File: config.mk
export PLATFORM = sky130hd
export DESIGN_NAME = nlss_front
export DESIGN_NICKNAME = d
export VERILOG_FILES = /design/src/nlss_pkg.sv /design/src/nlss_front.sv
export SDC_FILE = /design/constraint.sdc
export NUM_CORES = 1
export LEC_CHECK = 0
export ABC_CLOCK_PERIOD_IN_PS = 7000
export BUFFER_PORTS_ARGS = -buffer_cell sky130_fd_sc_hd__buf_2
export CAP_MARGIN = 10
export CORE_AREA = 4 4 111 113
export CTS_BUF_LIST = sky130_fd_sc_hd__clkbuf_4 sky130_fd_sc_hd__clkbuf_8
export CTS_CLUSTER_DIAMETER = 150
export DETAILED_ROUTE_END_ITERATION = 12
export DIE_AREA = 0 0 115 117
export PLACE_DENSITY = 0.69
export SLEW_MARGIN = 20
export SYNTH_ARGS = -nofsm -noshare
export SYNTH_HDL_FRONTEND = slang
export SYNTH_SLANG_ARGS = --single-unit
File: constraint.sdc
create_clock -name clk -period 7 [get_ports clk]
set_input_delay 0.35 -clock clk [delete_from_list [all_inputs] [get_ports clk]]
set_output_delay 0.35 -clock clk [all_outputs]
set_load 0.05 [all_outputs]
File: src/nlss_pkg.sv
package nlss_pkg;

    localparam int MAX_LINKS = 256;
    localparam int IDX_W = (MAX_LINKS > 1) ? $clog2(MAX_LINKS) : 1;
    localparam int CNT_W = $clog2(MAX_LINKS + 1);

    localparam logic CMD_ADD   = 1'b0;
    localparam logic CMD_QUERY = 1'b1;

    localparam logic STATUS_DONE = 1'b0;
    localparam logic STATUS_FULL = 1'b1;

    typedef struct packed {
        logic               cmd;
        logic signed [31:0] start_station;
        logic signed [31:0] finish_station;
    } request_t;

    typedef struct packed {
        logic [31:0] distance;
        logic        status;
    } result_t;

    typedef struct packed {
        logic               is_query;
        logic signed [31:0] start_station;
        logic signed [31:0] finish_station;
    } job_t;

    typedef struct packed {
        logic valid;
        job_t job;
    } job_head_t;

    // exact |a - b| of two signed stations, fits in 32 unsigned bits
    function automatic logic [31:0] station_dist(logic signed [31:0] a, logic signed [31:0] b);
        logic [32:0] diff;
        logic [32:0] mag;
        diff = {a[31], a} - {b[31], b};
        mag  = diff[32] ? (~diff + 33'd1) : diff;
        return mag[31:0];
    endfunction

endpackage

File: src/nlss_front.sv
module nlss_front
    import nlss_pkg::*;
(
    input  logic      clk,
    input  logic      rst_n,
    input  logic      start,
    input  request_t  request,
    output logic      busy,
    input  logic      pop,
    output job_head_t head
);

    job_t       slot_reg [2];
    logic       wr_ptr_reg;
    logic       wr_ptr_next;
    logic       rd_ptr_reg;
    logic       rd_ptr_next;
    logic [1:0] count_reg;
    logic [1:0] count_next;
    logic       push;
    job_t       job_in;

    assign busy = (count_reg == 2'd2);
    assign push = start && !busy;

    always_comb
    begin
        job_in.is_query       = (request.cmd == CMD_QUERY);
        job_in.start_station  = request.start_station;
        job_in.finish_station = request.finish_station;
    end

    assign head.valid = (count_reg != 2'd0);
    assign head.job   = slot_reg[rd_ptr_reg];

    always_comb
    begin
        wr_ptr_next = push ? ~wr_ptr_reg : wr_ptr_reg;
        rd_ptr_next = pop ? ~rd_ptr_reg : rd_ptr_reg;
        unique case ({push, pop})
            2'b10:   count_next = count_reg + 2'd1;
            2'b01:   count_next = count_reg - 2'd1;
            default: count_next = count_reg;
        endcase
    end

    always_ff @(posedge clk or negedge rst_n)
    begin
        if (!rst_n)
        begin
            wr_ptr_reg <= 1'b0;
            rd_ptr_reg <= 1'b0;
            count_reg  <= 2'd0;
        end
        else
        begin
            wr_ptr_reg <= wr_ptr_next;
            rd_ptr_reg <= rd_ptr_next;
            count_reg  <= count_next;
        end
    end

    always_ff @(posedge clk)
    begin
        if (push)
        begin
            slot_reg[wr_ptr_reg] <= job_in;
        end
    end

endmodule

* Word level (Yosys, flattened, before mapping)
Memory sizes are Yosys's and may differ from the RTL's.
Cells that the tools add are included.
** Operators by class
- Add/subtract/negate cells :: 2
- Equality and inequality tests :: 3
- Mux-type cells :: 3
- Bitwise logic cells :: 2
- Reductions and logical operators :: 4
** Operators with widths (number)
- 2-bit == test, second input constant :: 2
- 2-bit case mux with 2 select lines :: 1
- 2-bit nonzero test :: 2
- 2-bit by 1-bit adder with 2-bit output, second input constant :: 1
- 2-bit by 1-bit == test with 1-bit output, second input constant :: 1
- 1-bit 2-to-1 mux :: 2
- 1-bit inverter :: 2
- 2-bit by 1-bit subtractor with 2-bit output, second input constant :: 1
- 1-bit logical AND :: 1
- 1-bit logical NOT :: 1
** Storage, ports and cells
- Flip-flop bits (word level) :: 4
- Memory bits (writable) :: 130
- Bits of input ports :: 69
- Output and inout bits :: 67
- Logic and storage cells :: 18
- Memories :: 1
** Memories
- slot_reg :: words 2, bits a word 65, read ports 1, clocked after memory_dff 0, write ports 1, RTL line nlss_front.sv:13 : job_t slot_reg [2];

* Logic depth before layout (Yosys ltp)
Gate-level depths: netlist (run 1).
- Depth after elaboration :: 5
- Mapped depth :: 6
- Mapped depth without buffers :: 6

* Worst setup path after synthesis (run 1)
No wires, ideal clock.
- Path type :: register to register
- Start point :: register count_reg[0]
- End point :: memory slot_reg[0][0] (netlist name), enable pin
- Library setup time :: 0.488 ns
- Arrival :: 3.346 ns
- Data required time :: 6.512 ns
- Path slack :: 3.165 ns
- Cell stages (with the launch flop) :: 4
- Path buffers :: 0
- Clock period less this slack :: 3.835 ns
- Cells stage by stage :: dfrtp_1 nand2b_1 nand2_1 nor2_1
** Between the ends
- Word-level cells in the longest chain between the ends :: 5
** Ends and longest elaborated chain
- start, declared :: RTL line nlss_front.sv:18 : logic [1:0] count_reg;
- start signal, assigned :: RTL line nlss_front.sv:59 : count_reg <= count_next;
- 2-bit == test :: RTL line nlss_front.sv:23 : assign busy = (count_reg == 2'd2);
- 1-bit logical NOT :: RTL line nlss_front.sv:24 : assign push = start && !busy;
- 1-bit logical AND :: RTL line nlss_front.sv:24
- 1-bit 2-to-1 mux :: RTL line nlss_front.sv:65 : if (push)
- 1-bit 2-to-1 mux (not written as such) :: RTL line nlss_front.sv:67 : slot_reg[wr_ptr_reg] <= job_in;
- end, declared :: RTL line nlss_front.sv:13
No other way between the ends.

==> results.sh, run 1 <==
export IMPL_cp_startpoint="rd_ptr_reg"
export IMPL_routed_wl_microns=8560
export IMPL_synth_area_per_cell_sq_um=23.0
export IMPL_reg2reg_from="count_reg[0]"
export IMPL_drtIter0Drc=78
export IMPL_hold_class="primary input to register"
export IMPL_cts_made_buffers=17
export IMPL_endpoint_kind="output pin"
export IMPL_htree_num_levels=4
export IMPL_register_area_sq_mm=0.00401
export IMPL_clock_latency_ns=0.41
export IMPL_min_period_over_period_pct=36.0
export IMPL_synthTopCellsByArea="edfxtp_1, mux2_4, mux2_2, dfrtp_1, buf_6"
export IMPL_final_nets=439
export IMPL_routabilityCongestion=0.712
export IMPL_pre_cts_ws_ns=4.58
export IMPL_period_needed_ns=2.52
export IMPL_largest_reg_flops=130
export IMPL_final_core_util_pct=56.0
export IMPL_r2r_cells=4
export IMPL_antenna_cells=0
export IMPL_clock_tree_root_cell="clkbuf_8"
export IMPL_rsz0062_at_grt="false"
export IMPL_fillers=912
export IMPL_max_cap_violations=0
export IMPL_synth_area_sq_mm=0.00504
export IMPL_ios=136
export IMPL_syn_inst=219
export IMPL_instances_no_fill=525
export IMPL_synthDistinctLibCells=15
export IMPL_viasPerCell=4.76
export IMPL_worstPathMaxFanout=35
export IMPL_ir_drop_v=0.000301
export IMPL_firstDrtPassIters=4
export IMPL_rows=39
export IMPL_design_die_area_sq_mm=0.0135
export IMPL_clkSinkCount=134
export IMPL_max_freq_mhz=397
export IMPL_area_delta_synth_final_pct=25.8
export IMPL_synthesis_nets=289
export IMPL_grt_pass1_wl_microns=12700
export IMPL_vias=2498
export IMPL_grt_ovfl_total=0
export IMPL_antenna_found_initial=0
export IMPL_netlist_area_leader_share_pct=77.4
export IMPL_ys_seq_area_share_pct=79.4
export IMPL_worstHoldPathCells=1
export IMPL_coreArea_sq_mm=0.0113
export IMPL_ant_nets=0
export IMPL_clkTransAtPathRegs_ns=0.07
export IMPL_ys_warn_count=0
export IMPL_final_hold_viol_count=0
export IMPL_required_ns=6.65
export IMPL_track_usage_pct=13.0
export IMPL_grt_pass1_vias=2640
export IMPL_worst_setup_path_start_kind="register"
export IMPL_status="completed"
export IMPL_grt_max_degree=67
export IMPL_hpwl_microns=5440
export IMPL_drive_gt1_share_pct=62.3
export IMPL_start_util_pct=44.5
export IMPL_yosysTopAreaCell="edfxtp_1"
export IMPL_maxSlewViolCount=0
export IMPL_port_buffers=135
export IMPL_cp_cell_sequence="buf_12 -> mux2_2 -> buf_2"
export IMPL_worstHoldStart="request[36]"
export IMPL_die_y_microns=117
export IMPL_crit_type="register to output pin"
export IMPL_drc=0
export IMPL_r2r_slack_ns=4.63
export IMPL_r2r_end="slot_reg[0][59]"
export IMPL_worst_slack_ns=4.48
export IMPL_routed_wire_length_per_instance_microns=16.3
export IMPL_cts_setup_buffers=0
export IMPL_power_density_mw_per_mm2=507
export IMPL_cts_tree="done"
export IMPL_worst_pin_slew_ns=0.903
export IMPL_multi_input_area_sq_um=981
export IMPL_dp_cells=491
export IMPL_slowest_stage="dfrtp_4"
export IMPL_p_leak_nw=2.51
export IMPL_fp_dieW_microns=115
export IMPL_worstPathArrival_ns=2.17
export IMPL_holdWs_ns=0.120
export IMPL_ys_ff_latch=134
export IMPL_hold_path_endpoint="slot_reg[0][36]"
export IMPL_setup_tns_ns=0
export IMPL_setup_viol=0
export IMPL_finClkSkew_ns=0.00690
export IMPL_ctsLongestPathBuffers=2
export IMPL_slew_headroom_pct=39.8
export IMPL_max_stage_delay_ns=0.82
-- per-layer routing --
layer  GRT usage (%)  wire length, microns
met1            14.5                  3320
met5               0                     0
met3            5.40                   679
met4            5.16                    80
met2            22.3                  4480
-- layout by cell type, fill, tap and decap left out, drive strengths merged, types with 2 or more instances in the layout --
cell        n
mux2       65
buf       137
dfrtp       4
bufinv      5
clkbuf     23
nor2        2
clkinv      2
xnor2       3
edfxtp    130
xor2        2
clkinvlp    2
-- cell families after synthesis --
group,after synthesis,share of synthesized area [%]
buffers and inverters,8,1.39
adders and majority gates,1,0.248
and+or+nand+nor,6,0.596
muxes,65,17.5
DFF,134,79.4
xor gates and xnor gates,5,0.869
-- power by group --
part / switching, mW / internal, mW
combinational: 0.897 / 0.403
clock: 0.270 / 0.453
sequential: 0.0966 / 1.10
total: 1.26 / 1.96
-- worst max path at each step --
stage | to | depth (start not counted)
floorplan | slot_reg[0][0] | 3
global placement | slot_reg[0][15] | 4
detailed placement | slot_reg[0][32] | 4
CTS | head[62] | 2
global route | head[62] | 3
finish | head[62] | 3
-- metrics by stage --
stage | power (mW) | area, sq um
after floorplan | 2.29 | 5040
after global placement | 2.51 | 5850
after detailed placement | 2.53 | 5850
after CTS | 3.26 | 6320
after global routing | 3.36 | 6340
final | 3.22 | 6340
-- layout make-up --
cell class | count | area share, %
repair buffers | 138 | 11.2
inverters | 1 | 0.0592
clock inverters | 9 | 2.76
well taps | 143 | 2.82
flip-flops and latches | 134 | 63.2
clock buffers | 23 | 4.50
multi-input cells | 77 | 15.5
-- cell usage after synthesis (all sizes together) --
library cell / count
inv: 1
xor2: 2
dfrtp: 4
and3: 1
nand2b: 1
xnor2: 3
mux2: 65
or2: 1
edfxtp: 130
nand2: 1
nor2: 2
ha: 1
buf: 7
-- worst max-delay path: cells and delay by family, from the launching register on --
kind | cells | cell delay (ns)
flip-flops | 1 | 0.82
buffers and inverters | 2 | 0.54
multiplexers | 1 | 0.39
-- repair_timing --
action | in CTS | in global routing
hold endpoints to repair | 4 | 0
gates resized for setup | 0 | 0
hold buffers | 1 | 0
Power figures use the tool's default switching activity.
==> run 2: changes to the inputs <==
Settings changed: ABC_CLOCK_PERIOD_IN_PS 7000 to 2200, PLACE_DENSITY 0.69 to 0.72.
Clock period 7 ns to 2.2 ns, I/O delays scaled along.
==> run 2 against run 1 <==
  * Count of clock-buffer cells in the layout increased by 5
  * Routed wire length increased by 6.7%
  * Design area increased by 11%
  * Critical endpoint is now head[61]
  * Largest cell class unchanged
  * Largest power group unchanged
  * Highest routed layer unchanged
==> results.sh, run 2 (synthesis results as in run 1) <==
export IMPL_grt_pass1_vias=2914
export IMPL_max_cap_violations=0
export IMPL_antenna_cells=0
export IMPL_setup_tns_ns=0
export IMPL_multi_input_area_sq_um=981
export IMPL_drc=0
export IMPL_clock_tree_root_cell="clkbuf_8"
export IMPL_min_period_over_period_pct=92.7
export IMPL_design_area_sq_mm=0.00704
export IMPL_max_freq_mhz=490
export IMPL_final_nets=510
export IMPL_cp_startpoint="rd_ptr_reg"
export IMPL_crit_type="register to output pin"
export IMPL_total_power_mw=10.2
export IMPL_dpl_cell_area_sq_mm=0.00595
export IMPL_ir_drop_v=0.00103
export IMPL_hpwl_microns=5890
export IMPL_grt_ovfl_total=0
export IMPL_routed_wl_microns=9140
export IMPL_pre_cts_ws_ns=0.565
export IMPL_ctsLongestPathBuffers=2
export IMPL_register_area_sq_mm=0.00401
export IMPL_p_leak_nw=2.81
export IMPL_routed_wire_length_per_instance_microns=15.3
export IMPL_route_met2_wl_microns=4840
export IMPL_reg2reg_from="count_reg[0]"
export IMPL_top_layer_used="met4"
export IMPL_firstDrtPassIters=4
export IMPL_design_die_area_sq_mm=0.0135
export IMPL_worst_pin_slew_ns=0.441
export IMPL_r2r_cells=4
export IMPL_layout_commonest_cell="buf_2"
export IMPL_period_needed_ns=2.04
export IMPL_hold_class="primary input to async pin"
export IMPL_cts_tree="done"
export IMPL_cts_setup_buffers=0
export IMPL_fillers=826
export IMPL_die_y_microns=117
export IMPL_port_buffers=135
export IMPL_coreArea_sq_mm=0.0113
export IMPL_worstPathMaxFanout=38
export IMPL_drive_gt1_share_pct=53.6
export IMPL_start_util_pct=44.5
export IMPL_required_ns=2.09
export IMPL_largest_reg_flops=130
export IMPL_final_hold_viol_count=0
export IMPL_worst_setup_path_start_kind="register"
export IMPL_mostFrequentLayoutCells="buf_2, edfxtp_1, dlygate4sd3_1"
export IMPL_vias=2721
export IMPL_clkTransAtPathRegs_ns=0.07
export IMPL_antenna_found_initial=0
export IMPL_wl_met1_microns=3660
export IMPL_grt_max_degree=39
export IMPL_setup_viol=0
export IMPL_endpoint_kind="output pin"
export IMPL_ant_nets=0
export IMPL_fp_dieW_microns=115
export IMPL_worstPathArrival_ns=1.93
export IMPL_rsz0062_at_grt="false"
export IMPL_status="completed"
export IMPL_slew_headroom_pct=70.6
export IMPL_r2r_end="slot_reg[0][11]"
export IMPL_cts_made_buffers=17
export IMPL_finClkSkew_ns=0.0116
export IMPL_ios=136
export IMPL_met3WireLength_microns=553
export IMPL_worst_slack_ns=0.160
export IMPL_holdWs_ns=0.0539
export IMPL_routabilityCongestion=0.665
export IMPL_power_density_mw_per_mm2=1450
export IMPL_grt_pass1_wl_microns=13900
export IMPL_area_delta_synth_final_pct=39.6
export IMPL_htree_num_levels=4
export IMPL_track_usage_pct=13.7
export IMPL_clkSinkCount=134
export IMPL_r2r_slack_ns=0.57
export IMPL_critPathCapture="head[61]"
export IMPL_maxSlewViolCount=0
export IMPL_cts_resized=0
export IMPL_rows=39
export IMPL_drtIter0Drc=82
export IMPL_ctsHoldBuffers=67
export IMPL_clock_latency_ns=0.41
export IMPL_viasPerCell=4.57
-- run 2: changes by cell type in the layout (fill, tap and decap cells not counted), sizes merged --
cell and delta:
buf +5, bufinv -3, clkbuf +5, clkinvlp -2
dlygate4sd3 +66
-- run 2: metrics by stage --
stage / utilization, % / cells
finish: 62.2 / 596
detailed placement: 52.6 / 497
global route: 62.2 / 596
floorplan: - / 219
global placement: 52.6 / 497
CTS: 62.2 / 596
-- run 2: area by class of cell --
| cell class | count | share of cell area (%) |
|---|---|---|
| Sequential cell | 134 | 56.9 |
| Timing Repair Buffer | 209 | 20.6 |
| Multi-Input combinational cell | 77 | 13.9 |
| Clock buffer | 28 | 4.94 |
| Tap cell | 143 | 2.54 |
| Clock inverter | 4 | 0.996 |
| Inverter | 1 | 0.0533 |
-- run 2: power by group --
group | internal (mW) | switching [mW] | total, mW
Sequential | 3.49 | 0.219 | 3.71
Combinational | 1.45 | 2.98 | 4.43
Clock | 1.23 | 0.823 | 2.06
Total | 6.18 | 4.02 | 10.2
-- run 2: worst min-delay path by stage --
stage | start | endpoint | slack [ns] | cells after the start
2_1_floorplan | rst_n | count_reg[0] | -0.19 | 0
3_3_place_gp | rst_n | count_reg[0] | -0.07 | 1
3_5_place_dp | rst_n | count_reg[0] | -0.08 | 1
4_1_cts | rst_n | count_reg[0] | 0.005 | 2
5_1_grt | rst_n | count_reg[0] | 0.04 | 2
6_report | rst_n | count_reg[0] | 0.05 | 2
-- run 2: critical path, cell delays in order (launching register included) --
cell	delay [ns]
dfrtp_4	0.59
buf_12	0.30
mux2_2	0.38
buf_2	0.21
-- run 2: per-layer routing --
layer	up-vias	GRT usage (%)
li1	1305	-
met1	1326	15.2
met2	81	24.8
met3	9	4.83
met4	0	4.54
met5	-	0
